[config.mk]
export PLATFORM = sky130hd
export DESIGN_NAME = pwm_frequency_duty_meter_core
export DESIGN_NICKNAME = d
export VERILOG_FILES = /design/src/design/pfdm_pkg.sv /design/src/design/pfdm_div.sv /design/src/design/pwm_frequency_duty_meter_core.sv
export SDC_FILE = /design/constraint.sdc
export NUM_CORES = 1
export LEC_CHECK = 0
export BUFFER_PORTS_ARGS = -buffer_cell sky130_fd_sc_hd__buf_4
export CORE_MARGIN = 2
export CORE_UTILIZATION = 63
export DETAILED_ROUTE_END_ITERATION = 10
export GPL_ROUTABILITY_DRIVEN = 0
export GPL_TIMING_DRIVEN = 0
export PLACE_DENSITY = 0.82
export SLEW_MARGIN = 40
export SYNTH_ARGS = -nofsm -noshare
export SYNTH_HDL_FRONTEND = slang
export SYNTH_SLANG_ARGS = --single-unit
[constraint.sdc]
create_clock -name clk -period 10.95 [get_ports clk]
set_clock_uncertainty 0.15 [all_clocks]
set_input_delay 1.095 -clock clk [delete_from_list [all_inputs] [get_ports clk]]
set_output_delay 1.095 -clock clk [all_outputs]
set_load 0.02 [all_outputs]
[src/design/pfdm_pkg.sv]
package pfdm_pkg;

	// Fixed field widths
	localparam int CLOCK_BITS = 27;
	localparam int DUTY_BITS  = 14;
	localparam int SCALE_BITS = 14;

	// Duty scale: hundredths of a percent
	localparam logic [SCALE_BITS-1:0] DUTY_SCALE  = 14'd10000;
	localparam logic [CLOCK_BITS-1:0] CLOCK_RESET = 27'd16000000;

	// Capture phase: which edge the current capture belongs to
	typedef enum logic [1:0] {
		PH_FIRST_RISE = 2'd0,
		PH_FALL       = 2'd1,
		PH_SECOND_RISE = 2'd2
	} phase_t;

	// Sequencer state
	typedef enum logic [2:0] {
		ST_IDLE      = 3'd0,
		ST_FREQ_GO   = 3'd1,
		ST_FREQ_WAIT = 3'd2,
		ST_DUTY_GO   = 3'd3,
		ST_DUTY_WAIT = 3'd4
	} state_t;

endpackage

[src/design/pfdm_div.sv]
module pfdm_div #(
	parameter int DIVIDEND_BITS = 30,
	parameter int DIVISOR_BITS  = 16
) (
	input  logic                     clk,
	input  logic                     arst_n,
	input  logic                     start,
	input  logic [DIVIDEND_BITS-1:0] dividend,
	input  logic [DIVISOR_BITS-1:0]  divisor,
	output logic                     done,
	output logic [DIVIDEND_BITS-1:0] quotient
);

	localparam int CNT_BITS = (DIVIDEND_BITS > 2) ? $clog2(DIVIDEND_BITS) : 1;
	localparam logic [CNT_BITS-1:0] LAST_STEP = CNT_BITS'(DIVIDEND_BITS - 1);

	logic                     busy_q;
	logic                     done_q;
	logic [CNT_BITS-1:0]      cnt_q;
	logic [DIVISOR_BITS-1:0]  rem_q;
	logic [DIVISOR_BITS-1:0]  divisor_q;
	logic [DIVIDEND_BITS-1:0] quo_q;

	logic [DIVISOR_BITS:0]    trial;
	logic [DIVISOR_BITS:0]    diff;
	logic                     fits;
	logic [DIVISOR_BITS-1:0]  rem_d;
	logic [DIVIDEND_BITS-1:0] quo_d;

	// One restoring step: shift in the next dividend bit, subtract if it fits
	always_comb begin
		trial = {rem_q, quo_q[DIVIDEND_BITS-1]};
		diff  = trial - {1'b0, divisor_q};
		fits  = (trial >= {1'b0, divisor_q});
		rem_d = fits ? diff[DIVISOR_BITS-1:0] : trial[DIVISOR_BITS-1:0];
		quo_d = {quo_q[DIVIDEND_BITS-2:0], fits};
	end

	// Step control
	always_ff @(posedge clk or negedge arst_n) begin
		if (!arst_n) begin
			busy_q <= 1'b0;
			done_q <= 1'b0;
			cnt_q  <= '0;
		end else begin
			done_q <= 1'b0;
			if (start) begin
				busy_q <= 1'b1;
				cnt_q  <= '0;
			end else if (busy_q) begin
				cnt_q <= cnt_q + 1'b1;
				if (cnt_q == LAST_STEP) begin
					busy_q <= 1'b0;
					done_q <= 1'b1;
				end
			end
		end
	end

	// Remainder and quotient shift registers
	always_ff @(posedge clk) begin
		if (start) begin
			rem_q     <= '0;
			quo_q     <= dividend;
			divisor_q <= divisor;
		end else if (busy_q) begin
			rem_q <= rem_d;
			quo_q <= quo_d;
		end
	end

	assign done     = done_q;
	assign quotient = quo_q;

endmodule

[src/design/pwm_frequency_duty_meter_core.sv]
// Channel  | handshake         | payload
// ---------+-------------------+--------------------------------------------------
// cfg      | cfg_we            | cfg_wdata (clock_hz)
// in       | in_valid/in_stall | capture_count
// out      | out_valid/out_stall | arm_rising, measurement_updated, frequency_hz,
//          |                   |   duty_hundredths
//
// A first-rise, falling or rejected capture gives its result in the cycle after the transfer.
// A completed measurement runs two divisions on one radix-2 divider, one quotient bit per
// cycle, and gives its result when the duty division is done.
// One item is in work at a time; in_stall stays high until its result is transferred.
// Reset sets clock_hz to 16000000 and clears phase and held measurements.
module pwm_frequency_duty_meter_core #(
	parameter int COUNT_BITS = 16
) (
	input  logic                                clk,
	input  logic                                arst_n,
	input  logic                                cfg_we,
	input  logic [pfdm_pkg::CLOCK_BITS-1:0]     cfg_wdata,
	input  logic                                in_valid,
	output logic                                in_stall,
	input  logic [COUNT_BITS-1:0]               capture_count,
	output logic                                out_valid,
	input  logic                                out_stall,
	output logic                                arm_rising,
	output logic                                measurement_updated,
	output logic [pfdm_pkg::CLOCK_BITS-1:0]     frequency_hz,
	output logic [pfdm_pkg::DUTY_BITS-1:0]      duty_hundredths
);

	import pfdm_pkg::*;

	localparam int PROD_BITS = COUNT_BITS + SCALE_BITS;
	localparam int DIV_BITS  = (PROD_BITS > CLOCK_BITS) ? PROD_BITS : CLOCK_BITS;

	state_t                  state_q, state_d;
	phase_t                  phase_q;
	logic [CLOCK_BITS-1:0]   clock_hz_q;
	logic [COUNT_BITS-1:0]   first_rise_q;
	logic [COUNT_BITS-1:0]   fall_q;
	logic [COUNT_BITS-1:0]   period_q;
	logic [COUNT_BITS-1:0]   high_q;
	logic [PROD_BITS-1:0]    product_q;
	logic [CLOCK_BITS-1:0]   held_freq_q;
	logic [DUTY_BITS-1:0]    held_duty_q;
	logic                    out_valid_q;
	logic                    arm_q;
	logic                    updated_q;

	logic                    in_xfer;
	logic                    out_xfer;
	logic                    stamps_ok;
	logic                    div_start;
	logic [DIV_BITS-1:0]     div_dividend;
	logic                    div_done;
	logic [DIV_BITS-1:0]     div_quotient;

	assign in_stall  = (state_q != ST_IDLE) || out_valid_q;
	assign in_xfer   = in_valid && !in_stall;
	assign out_xfer  = out_valid_q && !out_stall;
	assign stamps_ok = (first_rise_q < fall_q) && (fall_q < capture_count);

	// Sequencer: next state and divider control
	always_comb begin
		state_d      = state_q;
		div_start    = 1'b0;
		div_dividend = DIV_BITS'(clock_hz_q);
		unique case (state_q)
			ST_IDLE: begin
				if (in_xfer && phase_q == PH_SECOND_RISE && stamps_ok) begin
					state_d = ST_FREQ_GO;
				end
			end
			ST_FREQ_GO: begin
				div_start = 1'b1;
				state_d   = ST_FREQ_WAIT;
			end
			ST_FREQ_WAIT: begin
				if (div_done) begin
					state_d = ST_DUTY_GO;
				end
			end
			ST_DUTY_GO: begin
				div_start    = 1'b1;
				div_dividend = DIV_BITS'(product_q);
				state_d      = ST_DUTY_WAIT;
			end
			ST_DUTY_WAIT: begin
				if (div_done) begin
					state_d = ST_IDLE;
				end
			end
			default: state_d = ST_IDLE;
		endcase
	end

	always_ff @(posedge clk or negedge arst_n) begin
		if (!arst_n) begin
			state_q <= ST_IDLE;
		end else begin
			state_q <= state_d;
		end
	end

	// Configuration register
	always_ff @(posedge clk or negedge arst_n) begin
		if (!arst_n) begin
			clock_hz_q <= CLOCK_RESET;
		end else if (cfg_we) begin
			clock_hz_q <= cfg_wdata;
		end
	end

	// Phase, stamps, held measurements and result register
	always_ff @(posedge clk or negedge arst_n) begin
		if (!arst_n) begin
			phase_q      <= PH_FIRST_RISE;
			first_rise_q <= '0;
			fall_q       <= '0;
			held_freq_q  <= '0;
			held_duty_q  <= '0;
			out_valid_q  <= 1'b0;
			arm_q        <= 1'b0;
			updated_q    <= 1'b0;
		end else begin
			if (out_xfer) begin
				out_valid_q <= 1'b0;
			end
			if (in_xfer) begin
				unique case (phase_q)
					PH_FALL: begin
						fall_q      <= capture_count;
						phase_q     <= PH_SECOND_RISE;
						arm_q       <= 1'b1;
						updated_q   <= 1'b0;
						out_valid_q <= 1'b1;
					end
					PH_SECOND_RISE: begin
						phase_q   <= PH_FIRST_RISE;
						arm_q     <= 1'b1;
						updated_q <= stamps_ok;
						// hold the result back until both divisions finish
						out_valid_q <= !stamps_ok;
					end
					default: begin
						first_rise_q <= capture_count;
						phase_q      <= PH_FALL;
						arm_q        <= 1'b0;
						updated_q    <= 1'b0;
						out_valid_q  <= 1'b1;
					end
				endcase
			end
			if (state_q == ST_FREQ_WAIT && div_done) begin
				held_freq_q <= div_quotient[CLOCK_BITS-1:0];
			end
			if (state_q == ST_DUTY_WAIT && div_done) begin
				held_duty_q <= div_quotient[DUTY_BITS-1:0];
				out_valid_q <= 1'b1;
			end
		end
	end

	// Period, high time and scaled high time
	always_ff @(posedge clk) begin
		if (in_xfer) begin
			period_q <= capture_count - first_rise_q;
			high_q   <= fall_q - first_rise_q;
		end
		if (state_q == ST_FREQ_GO) begin
			product_q <= PROD_BITS'(high_q) * PROD_BITS'(DUTY_SCALE);
		end
	end

	pfdm_div #(
		.DIVIDEND_BITS(DIV_BITS),
		.DIVISOR_BITS (COUNT_BITS)
	) u_div (
		.clk     (clk),
		.arst_n  (arst_n),
		.start   (div_start),
		.dividend(div_dividend),
		.divisor (period_q),
		.done    (div_done),
		.quotient(div_quotient)
	);

	assign out_valid           = out_valid_q;
	assign arm_rising          = arm_q;
	assign measurement_updated = updated_q;
	assign frequency_hz        = held_freq_q;
	assign duty_hundredths     = held_duty_q;

	// A result appears only after an immediate capture or the duty division
	a_out_source: assert property (@(posedge clk) disable iff (!arst_n)
		$rose(out_valid_q) |-> ($past(in_xfer) || $past(state_q) == ST_DUTY_WAIT))
		else $error("result raised without a source");

	// A completed measurement always re-arms the rising edge
	a_update_arm: assert property (@(posedge clk) disable iff (!arst_n)
		(out_valid_q && updated_q) |-> arm_q)
		else $error("measurement reported with falling edge armed");

	// Divider finishes only while the sequencer waits on it
	a_div_done: assert property (@(posedge clk) disable iff (!arst_n)
		div_done |-> (state_q == ST_FREQ_WAIT || state_q == ST_DUTY_WAIT))
		else $error("divider done outside a wait state");

	// Duty stays below full scale
	a_duty_bound: assert property (@(posedge clk) disable iff (!arst_n)
		out_valid_q |-> (held_duty_q < DUTY_SCALE))
		else $error("duty out of range");

endmodule

==> reports/metrics.csv <==
metric,value,unit
number of distinct library cells after synthesis,73,
"Hold Vio Cnt, Final",0,
R2R setup slack,5.69,ns
top cell type's share of synthesized area,0.223,
Total Wirelength,30.5,mm
cell area after placement,0.0151,mm²
ranking of synthesized cells by area,"edfxtp_1 22%, dfrtp_1 19%, ha_1 12%",
clk buf depth,3,
final core occ,0.731,
Rows,54,
die area,0.0234,mm²
clk_lat worst skew,0.53,ns
number of synthesis warnings,0,
Num CTS Buffers,25,
CTS sink count,235,
Avg Inst Size Synth,10.8,µm²
pin count of the biggest net entering global routing,65,
Via Count,10011,
Post-Syn Area,0.0140,mm²
DRT Pass-1 Iters,5,
"commonest non-fill, non-tap cell in the layout",inv_1,
largest family of logic cells by synthesized area,adder cells,
outcome,"finished, final reports clean",
Max-cap violations,0,
layout cells sized above 1,0.161,
Tmin final,5.26,ns
Die X,153,µm
Synth area leader,edfxtp_1,
"Area growth, synth to finish",13.8,%
worst-margin pin slew,0.847,ns
"antenna viol nets, final",0,
Seq cells post-synth,235,
Simple-Gate Fraction of Synth Area,0.0877,
async set-reset flop share out of synthesis,0.489,
area of the core,0.0218,mm²
vias per cell,5.85,
die height,153,µm
Setup crit start kind,register,
"commonest non-fill, non-tap cells in the layout","165 x inv_1, 136 x ha_1, 120 x nand2_1, 108 x dfrtp_1, 104 x edfxtp_1",
final period utilization,0.480,
RSZ-0062 raised after global routing,no,
vias in the first global route,9988,
GRT overflow,0,
Rel. slew slack,0.434,
initial antenna violation count,1,
FMAX,190,MHz
Iter 0 DRT Violations,633,
Critical Path Fanout Max,6,
setup TNS,0,ns
Most used DFF post-synth,dfrtp_1,
Synthesized Nets,1514,
first-pass GRT wire length,50.0,mm
Root Buffer,clkbuf_16,
"CTS clk-pin slew, worst paths",0.06,ns
Adder-Cell Fraction of Synth Area,0.176,
Hold Buf Count CTS,0,
"Design Area, Final",0.0159,mm²
post-synthesis mux area share,0.0806,
Starting Density,0.642,
Synth Instances,1292,
CTS tree,done,
DR WL/cell,17.8,µm
CP Class,register to register,
# IOs,93,
Post-Synth XOR/XNOR Area,0.0306,
HPWL Detailed,22.2,mm
proportion of synthesized chip area in sequential cells,0.452,
Tot GR Track Use,0.262,
ANT cells,0,
Max Slew Vio Count,0,
Worst Path Required,11.07,ns
# DRC,0,
setup violators final,0,
number of setup buffers added after CTS,0,
critical path data arrival time,5.38,ns
number of enable flip-flop cells after synthesis,104,
nets@finish,1634,
Setup crit end kind,register,
H-tree lvl count,1,
Worst Hold Class,register to register,
Post-CTS Resized,0,
I/O Buffers,91,
Compound-Gate Fraction of Synth Area,0.118,
==> logic make-up (layout without fill, tap and decap cells) <==
family | after synthesis | in the layout
AO/OA/AOI/OAI | 260 | 260
XOR/XNOR | 49 | 49
adder cells (fa/ha/maj) | 174 | 174
buffers and inverters | 204 | 343
flip-flops | 235 | 235
multiplexers | 104 | 104
AND/OR/NAND/NOR | 266 | 266
==> final timing paths <==
path / from / to / depth (start not counted)
worst max-delay path: high_q[5] / product_q[28] / 19
worst min-delay path: period_q[2] / u_div.divisor_q[2] / 0
worst max register to register: high_q[5] / product_q[28] / 19
worst min register to register: period_q[2] / u_div.divisor_q[2] / 0
max in group asynchronous: arst_n / clock_hz_q[10] / 2
min in group asynchronous: arst_n / u_div.cnt_q[4] / 1
==> worst max-delay path: stages (launching register included) <==
cell and delay [ns]:
edfxtp_1 0.45, inv_1 0.15, fa_1 0.52, inv_1 0.05, ha_1 0.29, inv_1 0.06, fa_1 0.54, inv_1 0.04
ha_1 0.26, inv_1 0.05, fa_1 0.51, inv_1 0.04, ha_1 0.33, o21a_1 0.29, o21a_1 0.20, o31a_1 0.15
a211o_1 0.37, o31ai_4 0.25, nand3_1 0.12, o311ai_1 0.17
==> metrics by stage <==
step / std cells / hold slack [ns] / setup WS [ns]
floorplan: 1292 / 0.250 / 6.32
global placement: 1663 / 0.251 / 5.90
detailed placement: 1665 / 0.255 / 5.81
CTS: 1711 / 0.267 / 5.72
global route: 1711 / 0.268 / 5.52
finish: 1711 / 0.267 / 5.69
==> cell type report <==
class	instances	area, µm²
Tap cell	280	350
Fill cell	1469	5880
Buffer	37	158
Multi-Input combinational cell	853	6900
Clock buffer	36	717
Clock inverter	10	111
Sequential cell	235	6330
Timing Repair Buffer	93	746
Inverter	167	627
==> state kept, by name, indices dropped and copies added (netlist names) <==
register	count
arm_rising	1
clock_hz_q	27
duty_hundredths	14
fall_q	16
first_rise_q	16
frequency_hz	27
high_q	16
measurement_updated	1
out_valid	1
period_q	16
phase_q	2
product_q	26
state_q	3
u_div.busy_q	1
u_div.cnt_q	5
u_div.divisor_q	16
u_div.done	1
u_div.quotient	30
u_div.rem_q	16
==> metal layers <==
metal | routed length, µm | track usage | vias to the layer above
li1 | - | - | 4766
met1 | 13100 | 0.355 | 4866
met2 | 15000 | 0.448 | 311
met3 | 1800 | 0.0386 | 66
met4 | 656 | 0.0653 | 2
met5 | 10 | 0 | -
==> synth_stat cells, drive strengths merged, types with 19 or more instances <==
cell type / instances
inv: 167
ha: 136
nand2: 121
dfrtp: 108
edfxtp: 104
o21ai: 104
mux2: 70
a21oi: 56
nor2: 46
fa: 38
mux2i: 34
xnor2: 30
clkbuf: 24
nand3: 20
xor2: 19
Power is left out: the tool's default activity adds up to more than one toggle a clock period on the data nets, which glitch-free logic cannot reach.
